==> src/rtl/core/fcp_pkg.sv <==
`timescale 1ns / 1ps
`default_nettype none

package fcp_pkg;

    localparam logic [7:0]  MARK0      = 8'hA5;
    localparam logic [7:0]  MARK1      = 8'h5A;
    localparam logic [16:0] HDR_SIZE   = 17'd5;
    localparam logic [16:0] CRC_SIZE   = 17'd2;
    localparam logic [16:0] POS_MAX    = 17'd65542;
    localparam logic [15:0] CRC_POLY   = 16'h1021;

    localparam int          FIFO_DEPTH = 4;
    localparam int          FIFO_AW    = 2;

    localparam logic        KIND_PAYLOAD = 1'b0;
    localparam logic        KIND_VERDICT = 1'b1;

    typedef enum logic [2:0] {
        ST_OK          = 3'd0,
        ST_TOO_SHORT   = 3'd1,
        ST_MARKER_BAD  = 3'd2,
        ST_LENGTH_BAD  = 3'd3,
        ST_CRC_BAD     = 3'd4
    } status_t;

    typedef struct packed {
        logic        kind;
        logic [7:0]  payload;
        logic [7:0]  seq;
        status_t     status;
        logic [15:0] length;
        logic        last;
    } result_t;

    // CRC-16-CCITT, MSB first, one byte
    function automatic logic [15:0] crc_byte(input logic [15:0] crc, input logic [7:0] b);
        logic [15:0] c;
        c = crc ^ {b, 8'h00};
        for (int i = 0; i < 8; i++)
        begin
            if (c[15])
                c = {c[14:0], 1'b0} ^ CRC_POLY;
            else
                c = {c[14:0], 1'b0};
        end
        return c;
    endfunction

endpackage

`default_nettype wire

==> src/rtl/core/frame_parser_crc16.sv <==
`timescale 1ns / 1ps
`default_nettype none

// Length-prefixed frame parser with CRC-16-CCITT check. Feed one buffer byte per
// transaction on the slave side, tlast on the final byte. A byte is parsed in the
// cycle it is accepted (header capture, byte-wide CRC update, payload pass-through)
// and zero, one or two results land in a four-entry result queue: a tentative payload
// byte (tuser 0) and, on the final byte, the verdict (tuser 1, tlast 1). Input
// takes one byte every cycle while the queue has room for two results; the queue
// drains one result per cycle while m_tready is high, so a payload byte that also
// ends the buffer gives two results. Write crc_initial_value (address 0) between buffers.

module frame_parser_crc16 (
    input  wire         clk,
    input  wire         rst_n,
    // APB configuration
    input  wire         psel,
    input  wire         penable,
    input  wire         pwrite,
    input  wire  [0:0]  paddr,
    input  wire  [31:0] pwdata,
    output logic [31:0] prdata,
    output logic        pready,
    // byte input
    input  wire         s_tvalid,
    output logic        s_tready,
    input  wire  [7:0]  s_tdata,    // [7:0] byte_value
    input  wire         s_tlast,
    // result output
    output logic        m_tvalid,
    input  wire         m_tready,
    output logic [39:0] m_tdata,    // [7:0] payload_byte, [15:8] sequence_number,
                                    // [18:16] status_code, [34:19] payload_length, [39:35] 0
    output logic [0:0]  m_tuser,    // [0] result_kind
    output logic        m_tlast
);

    localparam logic [0:0] ADDR_CRC_INIT = 1'b0;

    logic [15:0]        crc_init_reg;
    logic [16:0]        pos_reg, pos_next;
    logic [15:0]        crc_reg, crc_next;
    logic [15:0]        len_reg, len_next;
    logic [7:0]         seq_reg, seq_next;
    logic [15:0]        rcrc_reg, rcrc_next;
    logic               mbad_reg, mbad_next;

    logic               in_fire;
    logic               room_two;
    logic               pay_hit;
    logic [16:0]        crc_hi;
    logic [16:0]        count;
    fcp_pkg::status_t   status;
    fcp_pkg::result_t   res_pay, res_ver, push_a, push_b, head;
    logic [1:0]         push_cnt;

    assign pready   = 1'b1;
    assign prdata   = (paddr == ADDR_CRC_INIT) ? {16'h0000, crc_init_reg} : 32'h0;
    assign s_tready = room_two;
    assign in_fire  = s_tvalid && s_tready;

    always_ff @(posedge clk or negedge rst_n)
    begin
        if (!rst_n)
            crc_init_reg <= 16'hFFFF;
        else if (psel && penable && pwrite && pready && paddr == ADDR_CRC_INIT)
            crc_init_reg <= pwdata[15:0];
    end

    always_comb
    begin
        pos_next  = pos_reg;
        crc_next  = crc_reg;
        len_next  = len_reg;
        seq_next  = seq_reg;
        rcrc_next = rcrc_reg;
        mbad_next = mbad_reg;
        pay_hit   = 1'b0;
        crc_hi    = fcp_pkg::HDR_SIZE + {1'b0, len_reg};
        count     = pos_reg + 17'd1;
        status    = fcp_pkg::ST_OK;
        res_pay   = '0;
        res_ver   = '0;
        push_a    = '0;
        push_b    = '0;
        push_cnt  = 2'd0;

        if (in_fire)
        begin
            if (pos_reg == 17'd0)
            begin
                mbad_next = (s_tdata != fcp_pkg::MARK0);
                crc_next  = fcp_pkg::crc_byte(crc_init_reg, s_tdata);
            end
            else if (pos_reg < fcp_pkg::HDR_SIZE)
            begin
                if (pos_reg == 17'd1 && s_tdata != fcp_pkg::MARK1)
                    mbad_next = 1'b1;
                else if (pos_reg == 17'd2)
                    len_next[7:0] = s_tdata;
                else if (pos_reg == 17'd3)
                    len_next[15:8] = s_tdata;
                else if (pos_reg == 17'd4)
                    seq_next = s_tdata;
                crc_next = fcp_pkg::crc_byte(crc_reg, s_tdata);
            end
            else if (pos_reg < crc_hi)
            begin
                crc_next = fcp_pkg::crc_byte(crc_reg, s_tdata);
                pay_hit  = 1'b1;
            end
            else if (pos_reg == crc_hi)
                rcrc_next[15:8] = s_tdata;
            else if (pos_reg == crc_hi + 17'd1)
                rcrc_next[7:0] = s_tdata;

            res_pay.kind    = fcp_pkg::KIND_PAYLOAD;
            res_pay.payload = s_tdata;
            res_pay.seq     = seq_next;
            res_pay.status  = fcp_pkg::ST_OK;
            res_pay.length  = len_next;
            res_pay.last    = 1'b0;

            if (count < fcp_pkg::HDR_SIZE + fcp_pkg::CRC_SIZE)
                status = fcp_pkg::ST_TOO_SHORT;
            else if (mbad_next)
                status = fcp_pkg::ST_MARKER_BAD;
            else if (count < fcp_pkg::HDR_SIZE + fcp_pkg::CRC_SIZE + {1'b0, len_next})
                status = fcp_pkg::ST_LENGTH_BAD;
            else if (rcrc_next != crc_next)
                status = fcp_pkg::ST_CRC_BAD;

            res_ver.kind    = fcp_pkg::KIND_VERDICT;
            res_ver.payload = 8'h00;
            res_ver.seq     = seq_next;
            res_ver.status  = status;
            res_ver.length  = len_next;
            res_ver.last    = 1'b1;

            if (s_tlast)
            begin
                // clear frame state for the next buffer
                pos_next  = '0;
                crc_next  = crc_init_reg;
                len_next  = '0;
                seq_next  = '0;
                rcrc_next = '0;
                mbad_next = 1'b0;
            end
            else
                pos_next = (pos_reg < fcp_pkg::POS_MAX) ? count : fcp_pkg::POS_MAX;

            if (pay_hit && s_tlast)
            begin
                push_a   = res_pay;
                push_b   = res_ver;
                push_cnt = 2'd2;
            end
            else if (pay_hit)
            begin
                push_a   = res_pay;
                push_cnt = 2'd1;
            end
            else if (s_tlast)
            begin
                push_a   = res_ver;
                push_cnt = 2'd1;
            end
        end
    end

    always_ff @(posedge clk or negedge rst_n)
    begin
        if (!rst_n)
        begin
            pos_reg  <= '0;
            crc_reg  <= 16'hFFFF;
            len_reg  <= '0;
            seq_reg  <= '0;
            rcrc_reg <= '0;
            mbad_reg <= 1'b0;
        end
        else
        begin
            pos_reg  <= pos_next;
            crc_reg  <= crc_next;
            len_reg  <= len_next;
            seq_reg  <= seq_next;
            rcrc_reg <= rcrc_next;
            mbad_reg <= mbad_next;
        end
    end

    fcp_result_fifo u_result_fifo (
        .clk        (clk),
        .rst_n      (rst_n),
        .push_cnt   (push_cnt),
        .push_a     (push_a),
        .push_b     (push_b),
        .room_two   (room_two),
        .head_valid (m_tvalid),
        .head_ready (m_tready),
        .head       (head)
    );

    assign m_tdata = {5'b00000, head.length, head.status, head.seq, head.payload};
    assign m_tuser = head.kind;
    assign m_tlast = head.last;

endmodule

`default_nettype wire

==> src/rtl/core/fcp_result_fifo.sv <==
`timescale 1ns / 1ps
`default_nettype none

module fcp_result_fifo (
    input  wire                 clk,
    input  wire                 rst_n,
    input  wire  [1:0]          push_cnt,
    input  wire fcp_pkg::result_t push_a,
    input  wire fcp_pkg::result_t push_b,
    output logic                room_two,
    output logic                head_valid,
    input  wire                 head_ready,
    output fcp_pkg::result_t    head
);

    localparam logic [fcp_pkg::FIFO_AW:0] DEPTH_LESS_TWO =
        (fcp_pkg::FIFO_AW + 1)'(fcp_pkg::FIFO_DEPTH - 2);

    fcp_pkg::result_t               mem [fcp_pkg::FIFO_DEPTH];
    logic [fcp_pkg::FIFO_AW-1:0]    wr_ptr_reg, wr_ptr_next;
    logic [fcp_pkg::FIFO_AW-1:0]    rd_ptr_reg, rd_ptr_next;
    logic [fcp_pkg::FIFO_AW:0]      count_reg, count_next;
    logic                           pop;

    function automatic logic [fcp_pkg::FIFO_AW-1:0] FIFO_AW_EXT(input logic [1:0] n);
        return fcp_pkg::FIFO_AW'(n);
    endfunction

    assign head_valid = (count_reg != '0);
    assign room_two   = (count_reg <= DEPTH_LESS_TWO);
    assign head       = mem[rd_ptr_reg];
    assign pop        = head_valid && head_ready;

    always_comb
    begin
        wr_ptr_next = wr_ptr_reg + FIFO_AW_EXT(push_cnt);
        rd_ptr_next = rd_ptr_reg + {{(fcp_pkg::FIFO_AW-1){1'b0}}, pop};
        count_next  = count_reg + {{(fcp_pkg::FIFO_AW-1){1'b0}}, push_cnt}
                      - {{fcp_pkg::FIFO_AW{1'b0}}, pop};
    end

    always_ff @(posedge clk)
    begin
        if (push_cnt != 2'd0)
            mem[wr_ptr_reg] <= push_a;
        if (push_cnt == 2'd2)
            mem[wr_ptr_reg + 1'b1] <= push_b;
    end

    always_ff @(posedge clk or negedge rst_n)
    begin
        if (!rst_n)
        begin
            wr_ptr_reg <= '0;
            rd_ptr_reg <= '0;
            count_reg  <= '0;
        end
        else
        begin
            wr_ptr_reg <= wr_ptr_next;
            rd_ptr_reg <= rd_ptr_next;
            count_reg  <= count_next;
        end
    end

endmodule

`default_nettype wire

==> config.mk <==
export PLATFORM = sky130hd
export DESIGN_NAME = frame_parser_crc16
export DESIGN_NICKNAME = d
export VERILOG_FILES = /design/src/rtl/core/fcp_pkg.sv /design/src/rtl/core/frame_parser_crc16.sv /design/src/rtl/core/fcp_result_fifo.sv
export SDC_FILE = /design/constraint.sdc
export NUM_CORES = 1
export LEC_CHECK = 0
export BUFFER_PORTS_ARGS = -buffer_cell sky130_fd_sc_hd__buf_2
export CORE_AREA = 2 2 190 266
export DETAILED_ROUTE_END_ITERATION = 8
export DIE_AREA = 0 0 192 268
export HOLD_SLACK_MARGIN = 0.12
export SETUP_SLACK_MARGIN = 0.1
export SLEW_MARGIN = 10
export SYNTH_ARGS = -nofsm -noshare
export SYNTH_HDL_FRONTEND = slang
export SYNTH_HIERARCHICAL = 1
export SYNTH_SLANG_ARGS = --single-unit
==> constraint.sdc <==
create_clock -name clk -period 7.5 [get_ports clk]
set_input_delay 0.75 -clock clk [delete_from_list [all_inputs] [get_ports clk]]
set_output_delay 0.75 -clock clk [all_outputs]
set_load 0.005 [all_outputs]
==> impl_metrics.yaml, run 1 <==
setup_path:
  required_ps: 7800
  critPathKind: "flop to flop"
  path_cells: "ha_1, o2111ai_4, nor3_2, xor2_1, inv_1, ha_1, nand2_1, nor4_1, o21ai_0, and3_1, o21ai_0, o221ai_1, xor2_1, nor4_1, nand4_1, a211oi_1, a31oi_1, mux2_1"
  cp.arrival_ps: 7010
  cp-start-kind: "flop"
  slowest_stage: "dfrtp_1"
  cp_max_fo: 12
  reg2reg_from: "len_reg[0]"
  critPathMaxStageDelay_ps: 580
  startpoint: "len_reg[0]"
  endpoint_kind: "flop"
power_and_ir_drop:
  peakVddDrop_v: 0.0002996
  p_per_area_nw_per_um2: 306.8
  p_total_mw: 5.814
  p_leak_nw: 7.425
sta:
  slew_headroom_pct: 20.54
  hold_viol_final: 0
  final.min_clock_period_ps: 6716
  setup_tns_ps: 0
  min_period_over_period_pct: 89.55
  finalMaxSlewViolations: 0
  fmax_mhz: 148.9
  worstMarginPinSlew_ps: 1181
  final.setup_skew_ps: 11.05
  grt_setup_unrepaired: "false"
  worst_slack_ps: 783.6
  setup_viol: 0
global_route:
  grt_pass1_vias: 12410
  overflow: 0
  grt_pass1_wl_mm: 71.57
  antenna_found_initial: 0
  grt_max_degree: 76
  globalRouteTotalUtil_pct: 17.96
yosys:
  yosysMostFrequentCell: "edfxtp_1"
  synthDistinctLibCells: 92
  ys_warn_count: 6
  synth_commonest_cells: "edfxtp_1 (148), nor2_1 (118), nand2_1 (106), mux2_4 (79), o21ai_0 (79)"
  synth_top_area_share_pct: 26.21
  synthFlopType: "edfxtp_1"
  syn_avg_cell_area_um2: 11.08
  ys_seq_area_share_pct: 40.76
  synth_cells: 1531
  ys_ff_latch: 245
  async_flop_share_pct: 39.59
  netlist_area_um2: 16960
  synth_area_leaders: "edfxtp_1 (26%), dfrtp_1 (9.6%), mux2_4 (7.0%)"
  synth_edf_count: 148
  synth_largest_area_cell: "edfxtp_1"
cells_and_area:
  drive_gt1_share_pct: 25.25
  antenna_cells: 0
  synthToLayoutAreaGrowth_pct: 11.78
  largest_register_ffs: 148
  final_util_pct: 38.68
  nets: 1705
clocking:
  cts_num_sinks: 245
  clockRootBuffer: "clkbuf_16"
  cts-resized-gates: 0
  post-cts-setup-buffers: 0
  cts-hold-fix-buffers: 0
  clk_pin_slew_worst_paths_ps: 70
  cts_tree: "done"
  htreeDepth: 1
  numCtsBuffers: 28
  cts_max_path_buffers: 3
  clk_latency_ps: 560
drt:
  via_count: 12150
  ant_nets: 0
  wl_mm: 45.91
  drt-initial-drc-count: 716
  wl_per_cell_um: 20.23
  drt_pass1_iterations: 5
  route.detailed.drc: 0
  viasPerCell: 5.356
run_status:
  status: "finished, final reports clean"
placement:
  dpl.hpwl_mm: 32.04
  io_buffers: 87
  gp_congestion: 0.9339
  place_ws_ps: 820.6
die:
  die_x_um: 192
  core_um2: 49010
  start_util_pct: 34.60
  die_area_um2: 51460
  num_io_pins: 126
  rows: 96
  die_h_um: 268
hold_path:
  hp-class: "primary input to asynchronous set/reset pin"
flow_run:
  cap_violations: 0
final cells by class:
| type | count | area (um^2) |
|---|---|---|
| clock inverters | 15 | 162.7 |
| flip-flops and latches | 245 | 6913 |
| multi-input cells | 1181 | 9444 |
| fillers | 4817 | 30050 |
| clock buffers | 37 | 775.7 |
| repair buffers | 123 | 745.7 |
| inverters | 31 | 116.4 |
| well taps | 637 | 797.0 |
per-layer routing:
metal	vias to the layer above	global-route usage (%)	share of wire, %
met2	314	32.00	51
met5	-	0	0
met1	6041	21.77	41
li1	5711	-	-
met4	0	7.778	4.1
met3	87	2.077	4.5
metrics by stage:
step                      hold WS [ps]  instances  cell area, um^2
after detailed placement         466.9       2217            18020
after CTS                        154.0       2269            18950
after global placement           456.7       2217            18020
after floorplan                  442.2       1583            17150
after global routing             179.2       2269            18950
final                            169.5       2269            18950
critical path, delay by kind of cell (launching register included):
kind / cells / cell delay (ps)
AOI/OAI and AO/OA: 6 / 2150
muxes: 1 / 340
buffers and inverters: 1 / 110
and+or+nand+nor: 6 / 1790
DFF: 1 / 580
xor gates and xnor gates: 2 / 660
adders and majority gates: 2 / 820
cell usage in the layout, fill, tap and decap left out, types with 9 or more instances in the layout:
master / instances
or3_1: 11
xor2_1: 54
o21ai_1: 12
a21oi_1: 64
mux2_4: 79
nor3_1: 20
nand2_1: 105
nand4_1: 13
buf_2: 86
mux2_1: 34
mux4_2: 37
o22ai_1: 9
conb_1: 54
and2_1: 11
dfrtp_1: 64
a22o_1: 17
ha_1: 45
dfstp_2: 32
buf_4: 34
o21ai_0: 78
nor2_1: 116
mux2_2: 55
nand3_1: 36
mux2i_1: 38
nor2b_1: 29
and3_1: 19
inv_1: 30
a22oi_1: 10
nor4_1: 12
clkbuf_16: 29
nand2b_1: 9
xnor2_1: 78
edfxtp_1: 148
worst paths after layout:
check / endpoint / slack, ps / cells after the start
min in group clk: crc_init_reg[0] / 430 / 2
worst max-delay path: u_result_fifo/mem[0][19] / 780 / 18
worst min register to register: rcrc_reg[14] / 480 / 2
worst min-delay path: rcrc_reg[9] / 170 / 1
max in group asynchronous: u_result_fifo/rd_ptr_reg[0] / 6040 / 2
worst max register to register: u_result_fifo/mem[0][19] / 780 / 18
report_power, final:
group,internal [mW],switching [mW],total (mW)
registers,1.73,0.227,1.95
clock network,0.830,0.568,1.40
logic,1.07,1.39,2.46
cell families after synthesis:
| kind of cell | after synthesis | synth area share (%) |
|---|---|---|
| flops | 245 | 40.76 |
| mux | 243 | 20.06 |
| fa+ha+maj | 46 | 3.438 |
| xor+xnor | 135 | 7.179 |
| simple gates | 438 | 13.38 |
| compound gates | 265 | 10.08 |
| buf+inv | 157 | 5.054 |
| other cells | 2 | 0.04429 |
No activity file was read; power rests on OpenSTA's default activity.
==> inputs of run 2 (changes only) <==
==> constraint.sdc (replaced) <==
create_clock -name clk -period 7.5 [get_ports clk]
set_input_delay 1.5 -clock clk [delete_from_list [all_inputs] [get_ports clk]]
set_output_delay 1.5 -clock clk [all_outputs]
set_load 0.005 [all_outputs]
==> run 2 against run 1 <==
Cell count rose by 0.35%. Sequential power hardly changed. Clock skew is 5.0 ps higher. Critical path depth unchanged. Global-route usage is 0.093 points lower. Routed wire length rose by 0.30%. Largest power group unchanged. Critical path type unchanged. Critical endpoint unchanged.
==> impl_metrics.yaml, run 2 (synthesis gave the netlist of run 1 again) <==
drt:
  met3_length_mm: 2.046
  wl_met1_mm: 18.82
  ant_nets: 0
  wl_mm: 46.04
  via_count: 12110
  drt_pass1_iterations: 5
  viasPerCell: 5.320
  wl_met2_mm: 23.56
  route.top_layer_used: "met4"
  route.detailed.drc: 0
  wl_per_cell_um: 20.22
  drt-initial-drc-count: 726
clocking:
  clk_latency_ps: 570
  clockRootBuffer: "clkbuf_16"
  post-cts-setup-buffers: 0
  htreeDepth: 1
  cts-resized-gates: 0
  cts-hold-fix-buffers: 0
  cts_tree: "done"
  cts_max_path_buffers: 3
  clk_pin_slew_worst_paths_ps: 60
  cts_num_sinks: 245
  numCtsBuffers: 28
setup_path:
  slowest_stage: "nor4_1"
  path_buf_inv: 1
  critPathKind: "flop to flop"
  cp_max_fo: 12
  critPathMaxStageDelay_ps: 710
  endpoint_kind: "flop"
  cp-start-kind: "flop"
  r2r_slack_ps: 610
  crit_family: "compound AO/OA/AOI/OAI gates"
  required_ps: 7810
  cp.arrival_ps: 7200
  path_cells: "ha_1, o2111ai_4, nor3_2, xor2_1, inv_1, ha_1, nand2_1, nor4_1, o21ai_0, and3_1, o21ai_0, nor2_1, a211oi_1, o22ai_1, mux2_2, a211oi_1, a31oi_1, mux2_1"
global_route:
  grt_max_degree: 76
  grt_pass1_vias: 12200
  antenna_found_initial: 0
  globalRouteTotalUtil_pct: 17.87
  grt_pass1_wl_mm: 71.32
  overflow: 0
placement:
  dpl.hpwl_mm: 32.42
  io_buffers: 87
  place_ws_ps: 509.5
  gp_congestion: 0.9113
  dp_cells: 2225
die:
  core_um2: 49010
  num_io_pins: 126
  die_h_um: 268
  rows: 96
  die_area_um2: 51460
  die_x_um: 192
  start_util_pct: 34.60
sta:
  min_period_over_period_pct: 91.90
  setup_tns_ps: 0
  setup_viol: 0
  worstMarginPinSlew_ps: 1210
  finalMaxSlewViolations: 0
  final.min_clock_period_ps: 6892
  fmax_mhz: 145.1
  final.setup_skew_ps: 16.07
  grt_setup_unrepaired: "false"
  hold_viol_final: 0
  slew_headroom_pct: 18.57
  worst_slack_ps: 607.7
cells_and_area:
  drive_gt1_share_pct: 25.49
  finalNonFillerCells: 2277
  layout_commonest_cell: "edfxtp_1"
  fillCellCount: 4820
  synthToLayoutAreaGrowth_pct: 12.23
  largest_register_ffs: 148
  antenna_cells: 0
  final_cell_mix: "edfxtp_1 (148), nor2_1 (116), nand2_1 (105)"
  nets: 1713
power_and_ir_drop:
  p_leak_nw: 7.464
  p_total_mw: 5.854
  peakVddDrop_v: 0.0002624
  p_per_area_nw_per_um2: 307.6
run_status:
  status: "finished, final reports clean"
flow_run:
  cap_violations: 0
hold_path:
  hp-class: "flop to flop"
run 2: final cells by class:
| cell class | instances | area (um^2) | area share, % |
|---|---|---|---|
| Clock buffer | 37 | 744.5 | 3.912 |
| Clock inverter | 15 | 198.9 | 1.045 |
| Inverter | 31 | 116.4 | 0.6114 |
| Multi-Input combinational cell | 1181 | 9444 | 49.62 |
| Sequential cell | 245 | 6913 | 36.32 |
| Tap cell | 637 | 797.0 | 4.188 |
| Timing Repair Buffer | 131 | 818.3 | 4.300 |
run 2: path summary, 6_finish.rpt:
kind                         startpoint                          end  cells after the start
max                          len_reg[0]     u_result_fifo/mem[0][19]                     18
min                        rcrc_reg[14]                 rcrc_reg[14]                      2
max reg2reg                  len_reg[0]     u_result_fifo/mem[0][19]                     18
min reg2reg                rcrc_reg[14]                 rcrc_reg[14]                      2
max in group asynchronous         rst_n  u_result_fifo/rd_ptr_reg[0]                      2
min in group asynchronous         rst_n                  pos_reg[14]                      1
run 2: power by group:
part	internal [mW]	switching (mW)	total, mW	leakage, nW
combinational	1.08	1.40	2.48	4.50
sequential	1.73	0.224	1.95	2.52
clock	0.839	0.580	1.42	0.451
run 2: per-stage QoR:
| stage | utilization, % | hold slack, ps | area, um^2 |
|---|---|---|---|
| floorplan | - | 442.2 | 17150 |
| global placement | 36.91 | 457.2 | 18090 |
| CTS | 38.84 | 487.0 | 19030 |
| detailed placement | 36.91 | 469.3 | 18090 |
| finish | 38.84 | 482.4 | 19030 |
| global route | 38.84 | 508.6 | 19030 |
run 2: worst register-to-register path, stage by stage (launching register included):
cell	delay, ps
dfrtp_1	580
ha_1	540
o2111ai_4	260
nor3_2	270
xor2_1	410
inv_1	120
ha_1	310
nand2_1	100
nor4_1	710
o21ai_0	310
and3_1	390
o21ai_0	520
nor2_1	140
a211oi_1	540
o22ai_1	160
mux2_2	290
a211oi_1	410
a31oi_1	230
mux2_1	340
run 2: metal layers:
metal,global-route usage [%],up-vias
li1,-,5727
met1,21.39,5986
met2,32.38,317
met3,2.220,83
met4,7.015,0
met5,0,-
